==> config.mk <==
export PLATFORM = sky130hd
export DESIGN_NAME = kline_frame_responder
export DESIGN_NICKNAME = d
export VERILOG_FILES = /design/src/rtl/kfr_pkg.sv /design/src/rtl/kfr_front.sv /design/src/rtl/kfr_queue.sv /design/src/rtl/kfr_back.sv /design/src/rtl/kline_frame_responder.sv
export SDC_FILE = /design/constraint.sdc
export NUM_CORES = 1
export LEC_CHECK = 0
export ABC_AREA = 1
export BUFFER_PORTS_ARGS = -buffer_cell sky130_fd_sc_hd__buf_2
export CAP_MARGIN = 30
export CORE_UTILIZATION = 40
export CTS_BUF_LIST = sky130_fd_sc_hd__clkbuf_8
export CTS_CLUSTER_DIAMETER = 80
export DETAILED_ROUTE_END_ITERATION = 6
export GPL_ROUTABILITY_DRIVEN = 0
export PLACE_DENSITY = 0.53
export REMOVE_ABC_BUFFERS = 1
export SYNTH_ARGS = -nofsm -noshare
export SYNTH_HDL_FRONTEND = slang
export SYNTH_SLANG_ARGS = --single-unit
export TNS_END_PERCENT = 100
==> constraint.sdc <==
create_clock -name clk -period 7 [get_ports clk]
set_input_delay 1.4 -clock clk [delete_from_list [all_inputs] [get_ports clk]]
set_output_delay 1.4 -clock clk [all_outputs]
set_load 0.01 [all_outputs]
==> src/rtl/kfr_pkg.sv <==
// shared types, constants and reply table for the k-line frame responder
`timescale 1ns / 1ps
package kfr_pkg;

  // default configuration
  localparam int LONG_RAMP_LEN_DEF  = 32;
  localparam int SHORT_RAMP_LEN_DEF = 16;
  localparam int QUEUE_DEPTH_DEF    = 2;

  // request side
  localparam logic [7:0] SYNC_BYTE     = 8'h81;
  localparam int         MIN_FRAME_LEN = 4;
  localparam logic [7:0] LONG_ID       = 8'h24;
  localparam logic [7:0] SHORT_ID      = 8'h9D;

  // reply side
  localparam logic [7:0] LIVE_HDR     = 8'h84;
  localparam logic [7:0] FMT_BIT      = 8'h80;
  localparam logic [7:0] LEN_MASK     = 8'h3F;
  localparam logic [7:0] TESTER_ADDR  = 8'hF1;
  localparam logic [7:0] ECU_ADDR     = 8'h11;
  localparam logic [7:0] SID_OFFSET   = 8'h40;
  localparam int         HEAD_BYTES   = 5;
  localparam int         FIXED_LEN    = 8;

  typedef enum logic [1:0] {
    KIND_START,
    KIND_LONG,
    KIND_SHORT,
    KIND_LIVE
  } reply_kind_t;

  typedef enum logic {
    BK_IDLE,
    BK_SEND
  } back_state_t;

  // one queued reply job
  typedef struct packed {
    reply_kind_t kind;
    logic [7:0]  service;
    logic [7:0]  local_id;
    logic [7:0]  live_low;
    logic [7:0]  live_high;
  } cmd_t;

  // fixed start-communication reply
  function automatic logic [7:0] start_reply(input logic [2:0] idx);
    logic [7:0] b;
    case (idx)
      3'd0: b = 8'h83;
      3'd1: b = 8'h83;
      3'd2: b = 8'hF1;
      3'd3: b = 8'h10;
      3'd4: b = 8'hC1;
      3'd5: b = 8'hDF;
      3'd6: b = 8'h8F;
      3'd7: b = 8'hB3;
      default: b = 8'h00;
    endcase
    return b;
  endfunction

endpackage

==> src/rtl/kfr_front.sv <==
// receive side: sync search, frame parsing, checksum check and reply selection
`timescale 1ns / 1ps
module kfr_front
  import kfr_pkg::*;
(
  input  logic       clk,
  input  logic       rst,
  input  logic       in_valid,
  output logic       in_stall,
  input  logic [7:0] rx_byte,
  input  logic [7:0] live_data_low,
  input  logic [7:0] live_data_high,
  input  logic       q_full,
  output logic       q_push,
  output cmd_t       q_wdata
);

  logic       sync_seen, sync_seen_next;
  logic       in_frame, in_frame_next;
  logic [6:0] byte_index, byte_index_next;
  logic [6:0] frame_total, frame_total_next;
  logic [7:0] running_sum, running_sum_next;
  logic [7:0] service_byte, service_byte_next;
  logic [7:0] local_id_byte, local_id_byte_next;
  logic       session_open, session_open_next;

  logic       accept;
  logic [7:0] svc_cap;
  logic [7:0] lid_cap;

  assign in_stall = q_full;
  assign accept   = in_valid && !q_full;

  always_comb begin
    sync_seen_next     = sync_seen;
    in_frame_next      = in_frame;
    byte_index_next    = byte_index;
    frame_total_next   = frame_total;
    running_sum_next   = running_sum;
    service_byte_next  = service_byte;
    local_id_byte_next = local_id_byte;
    session_open_next  = session_open;
    q_push             = 1'b0;
    svc_cap            = (byte_index == 7'd3) ? rx_byte : service_byte;
    lid_cap            = (byte_index == 7'd4) ? rx_byte : local_id_byte;
    q_wdata.kind       = KIND_LIVE;
    q_wdata.service    = svc_cap;
    q_wdata.local_id   = lid_cap;
    q_wdata.live_low   = live_data_low;
    q_wdata.live_high  = live_data_high;

    if (!session_open) begin
      q_wdata.kind = KIND_START;
    end else if (lid_cap == LONG_ID) begin
      q_wdata.kind = KIND_LONG;
    end else if (lid_cap == SHORT_ID) begin
      q_wdata.kind = KIND_SHORT;
    end

    if (accept && (sync_seen || rx_byte == SYNC_BYTE)) begin
      sync_seen_next = 1'b1;
      if (!in_frame) begin
        // header with top bit set opens a frame
        if (rx_byte[7]) begin
          frame_total_next   = {1'b0, rx_byte[5:0]} + 7'(MIN_FRAME_LEN);
          running_sum_next   = rx_byte;
          byte_index_next    = 7'd1;
          in_frame_next      = 1'b1;
          service_byte_next  = 8'h00;
          local_id_byte_next = 8'h00;
        end
      end else if (byte_index + 7'd1 != frame_total) begin
        service_byte_next  = svc_cap;
        local_id_byte_next = lid_cap;
        running_sum_next   = running_sum + rx_byte;
        byte_index_next    = byte_index + 7'd1;
      end else begin
        // checksum byte
        in_frame_next      = 1'b0;
        byte_index_next    = 7'd0;
        running_sum_next   = 8'h00;
        service_byte_next  = 8'h00;
        local_id_byte_next = 8'h00;
        if (running_sum == rx_byte) begin
          q_push            = 1'b1;
          session_open_next = 1'b1;
        end
      end
    end
  end

  always_ff @(posedge clk) begin
    if (rst) begin
      sync_seen     <= 1'b0;
      in_frame      <= 1'b0;
      byte_index    <= 7'd0;
      frame_total   <= 7'd0;
      running_sum   <= 8'h00;
      service_byte  <= 8'h00;
      local_id_byte <= 8'h00;
      session_open  <= 1'b0;
    end else begin
      sync_seen     <= sync_seen_next;
      in_frame      <= in_frame_next;
      byte_index    <= byte_index_next;
      frame_total   <= frame_total_next;
      running_sum   <= running_sum_next;
      service_byte  <= service_byte_next;
      local_id_byte <= local_id_byte_next;
      session_open  <= session_open_next;
    end
  end

endmodule

==> src/rtl/kfr_queue.sv <==
// short job queue between the receive and transmit sides
`timescale 1ns / 1ps
module kfr_queue
  import kfr_pkg::*;
#(
  parameter int DEPTH = QUEUE_DEPTH_DEF
) (
  input  logic clk,
  input  logic rst,
  input  logic push,
  input  cmd_t wdata,
  input  logic pop,
  output cmd_t rdata,
  output logic full,
  output logic empty
);

  localparam int PTR_W = (DEPTH > 1) ? $clog2(DEPTH) : 1;
  localparam int CNT_W = $clog2(DEPTH + 1);

  cmd_t             entries [DEPTH];
  logic [PTR_W-1:0] wr_ptr, wr_ptr_next;
  logic [PTR_W-1:0] rd_ptr, rd_ptr_next;
  logic [CNT_W-1:0] count, count_next;

  assign full  = (count == CNT_W'(DEPTH));
  assign empty = (count == '0);
  assign rdata = entries[rd_ptr];

  always_comb begin
    wr_ptr_next = wr_ptr;
    rd_ptr_next = rd_ptr;
    count_next  = count;
    if (push) begin
      wr_ptr_next = (wr_ptr == PTR_W'(DEPTH - 1)) ? '0 : wr_ptr + PTR_W'(1);
    end
    if (pop) begin
      rd_ptr_next = (rd_ptr == PTR_W'(DEPTH - 1)) ? '0 : rd_ptr + PTR_W'(1);
    end
    if (push && !pop) begin
      count_next = count + CNT_W'(1);
    end else if (pop && !push) begin
      count_next = count - CNT_W'(1);
    end
  end

  always_ff @(posedge clk) begin
    if (push) begin
      entries[wr_ptr] <= wdata;
    end
  end

  always_ff @(posedge clk) begin
    if (rst) begin
      wr_ptr <= '0;
      rd_ptr <= '0;
      count  <= '0;
    end else begin
      wr_ptr <= wr_ptr_next;
      rd_ptr <= rd_ptr_next;
      count  <= count_next;
    end
  end

endmodule

==> src/rtl/kfr_back.sv <==
// transmit side: reply byte sequencer with output register
`timescale 1ns / 1ps
module kfr_back
  import kfr_pkg::*;
#(
  parameter int LONG_RAMP_LEN  = LONG_RAMP_LEN_DEF,
  parameter int SHORT_RAMP_LEN = SHORT_RAMP_LEN_DEF
) (
  input  logic       clk,
  input  logic       rst,
  input  logic       q_empty,
  input  cmd_t       q_rdata,
  output logic       q_pop,
  output logic       out_valid,
  input  logic       out_stall,
  output logic [7:0] tx_byte,
  output logic       last_byte
);

  localparam int MAX_RAMP = (LONG_RAMP_LEN > SHORT_RAMP_LEN) ? LONG_RAMP_LEN : SHORT_RAMP_LEN;
  localparam int MAX_LEN  = MAX_RAMP + HEAD_BYTES + 1;
  localparam int POS_W    = $clog2(MAX_LEN);
  localparam logic [7:0] LONG_HDR  = FMT_BIT | (8'(LONG_RAMP_LEN + 2) & LEN_MASK);
  localparam logic [7:0] SHORT_HDR = FMT_BIT | (8'(SHORT_RAMP_LEN + 2) & LEN_MASK);

  back_state_t      state, state_next;
  cmd_t             cmd, cmd_next;
  logic [POS_W-1:0] pos, pos_next;
  logic [7:0]       tx_sum, tx_sum_next;
  logic             out_vld, out_vld_next;
  logic [7:0]       out_byte, out_byte_next;
  logic             out_last, out_last_next;

  logic [POS_W-1:0] last_pos;
  logic             is_last;
  logic [7:0]       byte_val;

  assign out_valid = out_vld;
  assign tx_byte   = out_byte;
  assign last_byte = out_last;

  always_comb begin
    case (cmd.kind)
      KIND_LONG:  last_pos = POS_W'(LONG_RAMP_LEN + HEAD_BYTES);
      KIND_SHORT: last_pos = POS_W'(SHORT_RAMP_LEN + HEAD_BYTES);
      default:    last_pos = POS_W'(FIXED_LEN - 1);
    endcase
    is_last = (pos == last_pos);

    if (cmd.kind == KIND_START) begin
      byte_val = start_reply(pos[2:0]);
    end else if (is_last) begin
      byte_val = tx_sum;
    end else if (pos == POS_W'(0)) begin
      byte_val = (cmd.kind == KIND_LONG)  ? LONG_HDR :
                 (cmd.kind == KIND_SHORT) ? SHORT_HDR : LIVE_HDR;
    end else if (pos == POS_W'(1)) begin
      byte_val = TESTER_ADDR;
    end else if (pos == POS_W'(2)) begin
      byte_val = ECU_ADDR;
    end else if (pos == POS_W'(3)) begin
      byte_val = cmd.service + SID_OFFSET;
    end else if (pos == POS_W'(4)) begin
      byte_val = cmd.local_id;
    end else if (cmd.kind == KIND_LIVE) begin
      byte_val = (pos == POS_W'(HEAD_BYTES)) ? cmd.live_high : cmd.live_low;
    end else begin
      // ramp: live_high plus offset within the ramp
      byte_val = cmd.live_high + (8'(pos) - 8'(HEAD_BYTES));
    end
  end

  always_comb begin
    state_next    = state;
    cmd_next      = cmd;
    pos_next      = pos;
    tx_sum_next   = tx_sum;
    out_vld_next  = out_vld && out_stall;
    out_byte_next = out_byte;
    out_last_next = out_last;
    q_pop         = 1'b0;
    case (state)
      BK_IDLE: begin
        if (!q_empty) begin
          q_pop       = 1'b1;
          cmd_next    = q_rdata;
          pos_next    = '0;
          tx_sum_next = 8'h00;
          state_next  = BK_SEND;
        end
      end
      BK_SEND: begin
        if (!out_vld || !out_stall) begin
          out_vld_next  = 1'b1;
          out_byte_next = byte_val;
          out_last_next = is_last;
          tx_sum_next   = tx_sum + byte_val;
          pos_next      = pos + POS_W'(1);
          if (is_last) begin
            state_next = BK_IDLE;
          end
        end
      end
      default: begin
        state_next = BK_IDLE;
      end
    endcase
  end

  always_ff @(posedge clk) begin
    cmd      <= cmd_next;
    pos      <= pos_next;
    tx_sum   <= tx_sum_next;
    out_byte <= out_byte_next;
    out_last <= out_last_next;
  end

  always_ff @(posedge clk) begin
    if (rst) begin
      state   <= BK_IDLE;
      out_vld <= 1'b0;
    end else begin
      state   <= state_next;
      out_vld <= out_vld_next;
    end
  end

endmodule

==> src/rtl/kline_frame_responder.sv <==
// top level of the k-line frame responder: receive parser, job queue, reply sequencer
`timescale 1ns / 1ps
// a good checksum beat pushes a job; the sequencer pops it, then registers the reply beats
// throughput: one request beat per cycle unless in_stall; one reply beat per cycle unless
// out_stall (8 to ramp+6 beats per reply); the receive side stalls only while the job queue
// (QUEUE_DEPTH jobs) is full; the transmit side runs one reply at a time, idle between replies
// reset (rst, synchronous, active high) clears sync, frame, session, queue and output valid
module kline_frame_responder
  import kfr_pkg::*;
#(
  parameter int LONG_RAMP_LEN  = LONG_RAMP_LEN_DEF,
  parameter int SHORT_RAMP_LEN = SHORT_RAMP_LEN_DEF,
  parameter int QUEUE_DEPTH    = QUEUE_DEPTH_DEF
) (
  input  logic       clk,
  input  logic       rst,
  input  logic       in_valid,
  output logic       in_stall,
  input  logic [7:0] rx_byte,
  input  logic [7:0] live_data_low,
  input  logic [7:0] live_data_high,
  output logic       out_valid,
  input  logic       out_stall,
  output logic [7:0] tx_byte,
  output logic       last_byte
);

  // queue handshake between the two sides
  logic q_push;
  logic q_pop;
  logic q_full;
  logic q_empty;
  cmd_t q_wdata;
  cmd_t q_rdata;

  // front: finds the sync byte, walks each frame, checks its sum and picks the reply
  kfr_front u_front (
    .clk            (clk),
    .rst            (rst),
    .in_valid       (in_valid),
    .in_stall       (in_stall),
    .rx_byte        (rx_byte),
    .live_data_low  (live_data_low),
    .live_data_high (live_data_high),
    .q_full         (q_full),
    .q_push         (q_push),
    .q_wdata        (q_wdata)
  );

  // queue: holds reply jobs so parsing continues while a reply is still going out
  kfr_queue #(
    .DEPTH (QUEUE_DEPTH)
  ) u_queue (
    .clk   (clk),
    .rst   (rst),
    .push  (q_push),
    .wdata (q_wdata),
    .pop   (q_pop),
    .rdata (q_rdata),
    .full  (q_full),
    .empty (q_empty)
  );

  // back: emits the reply beats; all replies but the fixed start reply close with a computed checksum
  kfr_back #(
    .LONG_RAMP_LEN  (LONG_RAMP_LEN),
    .SHORT_RAMP_LEN (SHORT_RAMP_LEN)
  ) u_back (
    .clk       (clk),
    .rst       (rst),
    .q_empty   (q_empty),
    .q_rdata   (q_rdata),
    .q_pop     (q_pop),
    .out_valid (out_valid),
    .out_stall (out_stall),
    .tx_byte   (tx_byte),
    .last_byte (last_byte)
  );

  // no job is written into a full queue
  a_no_overflow: assert property (@(posedge clk) disable iff (rst)
    q_push |-> !q_full)
    else $error("job pushed into full queue");

  // no job is taken from an empty queue
  a_no_underflow: assert property (@(posedge clk) disable iff (rst)
    q_pop |-> !q_empty)
    else $error("job popped from empty queue");

  // the start reply is chosen for one job only: it is never followed by another start
  a_single_start: assert property (@(posedge clk) disable iff (rst)
    q_push && q_wdata.kind == KIND_START |=> !(q_push && q_wdata.kind == KIND_START))
    else $error("start reply queued twice in a row");

endmodule

# After elaboration in Yosys (flattened, before gate mapping)
# Memories as Yosys holds them, arrays and structs flattened. A register that Yosys moved wholly into a read port is not among the register bits.
# Index checks and enable logic that the tools add are counted.
[classes]
eq_ne = 19
n_bitwise = 4
n_reduce_logical = 23
addsub = 12
n_mux = 55
[ops]
columns = ["operator", "n"]
rows = [
  ["8-bit two-way mux", 22],
  ["8-bit adder", 3],
  ["6-bit case mux with 2 select lines", 2],
  ["7-bit two-way mux", 3],
  ["1-bit two-way mux", 18],
  ["8-bit == test (second input constant)", 2],
  ["8-bit case mux with 2 select lines", 1],
  ["6-bit by 2-bit == test with 1-bit output (second input constant)", 2],
  ["6-bit by 3-bit == test with 1-bit output (second input constant)", 2],
  ["6-bit two-way mux", 2],
  ["8-bit by 7-bit adder with 8-bit output (second input constant)", 1],
  ["8-bit by 6-bit == test with 1-bit output (second input constant)", 1],
  ["8-bit == test", 1],
  ["2-bit two-way mux", 4],
  ["2-bit AND reduction", 4],
  ["6-bit by 3-bit adder with 7-bit output (second input constant)", 1],
  ["7-bit by 1-bit adder with 7-bit output (second input constant)", 1],
  ["7-bit by 2-bit == test with 1-bit output (second input constant)", 1],
  ["7-bit by 3-bit == test with 1-bit output (second input constant)", 1],
  ["7-bit inequality test", 1],
  ["6-bit by 3-bit subtractor with 7-bit output (second input constant)", 1],
  ["6-bit by 1-bit adder with 6-bit output (second input constant)", 1],
  ["2-bit == test (second input constant)", 3],
  ["6-bit by 1-bit == test with 1-bit output (second input constant)", 1],
  ["other kinds (18)", 34],
]
[word_totals]
ram_bits = 68
n_memories = 2
rom_bits = 64
register_bits = 70
[memory_table]
columns = ["memory", "words", "word_bits", "read_ports", "rd_clocked_by_memory_dff", "wr", "line", "text"]
rows = [
  ["u_queue.entries", 2, 34, 1, 1, 1, "kfr_queue.sv:21", "cmd_t entries [DEPTH];"],
  ["(name not given)", 8, 8, 1, 1, 0, "kfr_pkg.sv:50", "case (idx)"],
]

# Longest topological paths before layout
[depth]
ltp_word = 13
ltp_mapped = 28
mapped_depth_nobuf = 28

# Hierarchy
# A second synthesis with hierarchy kept.
[unflattened]
hier_cells = 926
area_unflattened_um2 = 9210.1
[modules_own_cells]
columns = ["mod", "instances", "cells_per_inst", "seq_area_each_um2", "area_per_inst_um2"]
rows = [
  ["kfr_back", 1, 406, 1871.8, 3704.8],
  ["kfr_queue", 1, 139, 2142.1, 2835.2],
  ["kfr_front", 1, 381, 820.8, 2670.1],
]

# Worst setup path before layout
# Ideal clock, no wire load.
[synth_path]
kind = "input -> register"
from = "input port rx_byte[3]"
to = "memory u_queue.entries[0][0] in the netlist's numbering (enable)"
setup_slack_ps = 2646
cell_stages = 6
path_buffers = 0
required_ps = 6575
arrival_ps = 3929
path_cell_list = "ha_1 > nor4_1 > nand2_1 > nor3_1 > nand4_1 > nor2_1"
[synth_via]
elab_chain_cells = 7
[synth_rtl]
columns = ["element", "line", "text"]
rows = [
  ["start, declared", "kline_frame_responder.sv:19", "input logic [7:0] rx_byte,"],
  ["8-bit == test", "kfr_front.sv:84", "if (running_sum == rx_byte) begin"],
  ["1-bit two-way mux", "kfr_front.sv:84", ""],
  ["1-bit two-way mux", "kfr_front.sv:72", "end else if (byte_index + 7'd1 != frame_total) begin"],
  ["1-bit two-way mux", "kfr_front.sv:62", "if (!in_frame) begin"],
  ["1-bit two-way mux *", "kfr_front.sv:60", "if (accept && (sync_seen || rx_byte == SYNC_BYTE)) begin"],
  ["1-bit two-way mux *", "kfr_queue.sv:48", "if (push) begin"],
  ["1-bit two-way mux (implied by the code) *", "kfr_queue.sv:49", "entries[wr_ptr] <= wdata;"],
  ["end, declared", "kfr_queue.sv:21", ""],
]
# Mark *: on every way between the ends. The rest lies on a longest branch, timed or not.

# Worst setup path in the final report
[layout_path]
from = "register u_back.pos[0]"
to = "register u_back.tx_sum[6] (data pin)"
[layout_via]
elab_chain_cells = 13
[layout_rtl]
columns = ["element", "line", "text"]
rows = [
  ["start, declared", "kfr_back.sv:28", "logic [POS_W-1:0] pos, pos_next;"],
  ["start signal, assigned", "kfr_back.sv:112", "pos <= pos_next;"],
  ["6-bit by 3-bit subtractor with 7-bit output / 6-bit by 3-bit == test with 1-bit output (equally long branches)", "kfr_back.sv:69, kfr_back.sv:66", ""],
  ["8-bit adder / 8-bit two-way mux (equally long branches)", "kfr_back.sv:69, kfr_back.sv:66", ""],
  ["8-bit two-way mux", "kfr_back.sv:65", "end else if (cmd.kind == KIND_LIVE) begin"],
  ["8-bit two-way mux", "kfr_back.sv:63", "end else if (pos == POS_W'(4)) begin"],
  ["8-bit two-way mux", "kfr_back.sv:61", "end else if (pos == POS_W'(3)) begin"],
  ["8-bit two-way mux", "kfr_back.sv:59", "end else if (pos == POS_W'(2)) begin"],
  ["8-bit two-way mux", "kfr_back.sv:57", "end else if (pos == POS_W'(1)) begin"],
  ["8-bit two-way mux", "kfr_back.sv:54", "end else if (pos == POS_W'(0)) begin"],
  ["8-bit two-way mux *", "kfr_back.sv:52", "end else if (is_last) begin"],
  ["8-bit two-way mux *", "kfr_back.sv:50", "if (cmd.kind == KIND_START) begin"],
  ["named net u_back.byte_val[3]", "kfr_back.sv:36", "logic [7:0] byte_val;"],
  ["8-bit adder *", "kfr_back.sv:97", "tx_sum_next = tx_sum + byte_val;"],
  ["8-bit two-way mux *", "kfr_back.sv:93", "if (!out_vld || !out_stall) begin"],
  ["8-bit case mux with 2 select lines *", "kfr_back.sv:82", "case (state)"],
  ["end signal, assigned", "kfr_back.sv:113", "tx_sum <= tx_sum_next;"],
  ["end, declared", "kfr_back.sv:29", "logic [7:0] tx_sum, tx_sum_next;"],
]
# The timed path passes the listed nets; every way through them passes the cells marked *. The select of a mux whose other input is x is not followed.
# A chain may end at the register's enable or synchronous reset.

==> flow_summary.ini <==
[run_status]
status = finished clean

[flow_run]
max-cap-violations = 0

[cts]
path_clk_slew_ns = 0.11
clk_latency_ns = 0.48
numClockSinks = 178
post_cts_buffers = 0
post_cts_resized = 0
ctsHoldBuffers = 0
cts_htree_levels = 4
cts_buffer_depth = 2
cts_inserted_buffers = 17
cts_tree = built
root_buffer = clkbuf_8

[timing]
max_freq_mhz = 246
tightest_slew_ns = 0.731
fin_ws_ns = 2.94
skew_ns = 0.0312
holdWs_ns = 0.468
min_period_ns = 4.06
finalHoldViolations = 0
finalCritPeriodShare_pct = 58.0
maxSlewViolCount = 0
slew_headroom_pct = 51.0
setup_tns_ns = 0
setup_viol = 0
rsz0062_at_grt = no

[setup_path]
worst_path_max_delay_cell = edfxtp_1
cp_slowest_stage_delay_ns = 0.50
critical_path_class = flop to flop
worst_path_most_repeated_cell = inv_1
critPathBufInv = 4
endpoint_kind = flop
cp_cell_sequence = inv_1 -> ha_1 -> xnor2_1 -> ha_1 -> nand3_1 -> nand3_1 -> nand2_1 -> inv_1 -> o21ai_0 -> nand3_1 -> nand2_1 -> o2111ai_1 -> a31oi_1 -> ha_1 -> a21oi_1 -> inv_1 -> a31oi_1 -> nor2_1 -> nor2_1 -> inv_1 -> a21oi_1 -> o21ai_0 -> a21oi_1
cp.arrival_ns = 4.38
cp.required_ns = 7.32
crit_family = compound AO/OA/AOI/OAI gates
cp_max_fo = 7
start_kind = flop

[power]
ir_drop_mv = 0.150
swShare_pct = 42.0
p_per_area_mw_per_mm2 = 404
internal_power_w = 0.00226
power_frac_clock_pct = 19.6
combPwrFrac_pct = 42.5
switchingPower_w = 0.00164
seqPwrFrac_pct = 38.0
leakagePower_nw = 4.01

[final_layout]
final_layout_size_suffix_gt1_share_pct = 10.8
mostFrequentLayoutCells = 269 x nand2_1, 125 x edfxtp_1, 97 x a21oi_1, 97 x inv_1, 55 x o21ai_0
fin_nets = 1055
mostFrequentLayoutCell = nand2_1
syn2layout_area_growth_pct = 11.3
fin_cells = 1273
diodes = 0

[detailed_routing]
routed_wl_um = 19000
ant_nets = 0
via_count = 6258
drc = 0
viasPerCell = 4.92
drt_iter0_drc = 405
first_pass_iters = 7
routedWlPerCell_um = 15.0

[die]
io_pins = 39
placementRows = 53
coreArea_mm2 = 0.0212
start_util_pct = 41.0
die_area_mm2 = 0.0223
die_y_um = 149
die_w_um = 149

[logic_synthesis]
avgSynthCellArea_um2 = 9.18
synthCells = 945
yosysWarnings = 0
synth_edf_count = 125
ys_ff_latch = 178
syn_area_mm2 = 0.00867
synth-seq-area-share_pct = 55.5
async_reset_ff_share_pct = 0
dominantRegCellSynth = edfxtp_1
synthTopCellsByArea = edfxtp_1 43%, dfxtp_1 12%, nand2_1 12%
yosysTopAreaCell = edfxtp_1
synth_cell_types = 44
synth_top_area_share_pct = 43.3

[placed_design]
dp.final_hpwl_um = 13400
pre_cts_ws_ns = 2.86
port-buffer-count = 38
dpl.cell_count = 1241

[grt]
grt_pass1_vias = 5816
track_usage_pct = 18.2
overflow = 0
antenna_found_initial = 0
grt_pass1_wl_um = 31000
grt_max_degree = 39

[min_path]
hp-class = flop to flop
-- state kept, by name, summed over array words and instances (netlist names), named ones only --
name and count:
u_back.cmd 34, u_front.local_id_byte 8, u_front.frame_total 7, u_back.out_valid 1
u_back.tx_sum 8, u_front.byte_index 7, u_front.running_sum 8, u_front.session_open 1
u_queue.count 2, u_front.sync_seen 1, u_back.pos 6, u_front.in_frame 1
u_back.last_byte 1, u_front.service_byte 8, u_queue.entries 68, u_queue.wr_ptr 1
u_back.state 1, u_back.tx_byte 8, u_queue.rd_ptr 1
-- tightest hold or removal path, delay by kind of cell (launching register included) --
family                 cells  cell delay [ns]
buffers and inverters      1             0.06
flip-flops                 1             0.31
AO/OA/AOI/OAI              1             0.06
-- power groups by stage --
stage | sequential (W) | clock [W] | combinational (W)
finish | 0.00148 | 0.000763 | 0.00166
global route | 0.00150 | 0.000815 | 0.00192
CTS | 0.00148 | 0.000781 | 0.00167
detailed placement | 0.00150 | 0 | 0.00166
global placement | 0.00151 | 0 | 0.00165
floorplan | 0.00150 | 0 | 0.00117
-- cells in the mapped netlist, drive strengths merged, types with 2 or more instances --
cell type  number
nor3            9
clkinv          3
nor4            2
nand4          13
buf            11
ha             39
o211ai          4
fa              3
or2             5
nand2         273
xor2           14
o2111ai         2
inv           105
a31oi           5
edfxtp        125
a21oi          99
nand3          35
nor2           55
o21bai          5
dfxtp          53
o21ai          59
xnor2           6
clkbuf         11
-- worst paths after layout --
kind,from,endpoint,slack [ns],depth (start not counted)
max,u_back.pos[0],u_back.tx_sum[6],2.94,23
min reg2reg,u_front.sync_seen,u_front.sync_seen,0.47,2
max reg2reg,u_back.pos[0],u_back.tx_sum[6],2.94,23
min,u_front.sync_seen,u_front.sync_seen,0.47,2
-- through the flow --
stage	power [W]	cell area, um^2	util, %
floorplan	0.00267	8550	-
global placement	0.00316	9140	43.2
detailed placement	0.00316	9220	43.6
CTS	0.00393	9650	45.6
global route	0.00424	9650	45.6
finish	0.00390	9650	45.6
-- cells by family (layout without fill, tap and decap cells) --
logic type / Yosys count / count (layout) / share of synthesized area [%]
and+or+nand+nor: 394 / 394 / 18.9
adders and majority gates: 42 / 42 / 6.32
DFF: 178 / 178 / 55.5
muxes: 1 / 1 / 0.130
AOI/OAI and AO/OA: 179 / 179 / 11.0
buffers and inverters: 131 / 184 / 6.09
xor gates and xnor gates: 20 / 20 / 2.11
-- metal layers --
layer | GRT usage [%] | vias to the layer above | routed length, um | share of wire (%)
li1 | - | 3255 | - | -
met1 | 26.1 | 2890 | 9680 | 51
met2 | 27.8 | 93 | 8490 | 45
met3 | 3.27 | 20 | 549 | 2.9
met4 | 5.97 | 0 | 318 | 1.7
met5 | 0 | - | 0 | 0
-- cell type report --
type                       count  area, um^2
multi-input combinational    636        3360
timing repair buffer          44         295
clock buffer                  17         234
fill                        2022       11500
tap                          275         344
sequential                   178        4810
clock inverter                15         200
inverter                     108         405
Note: power is estimated with default switching activity, not from simulation.
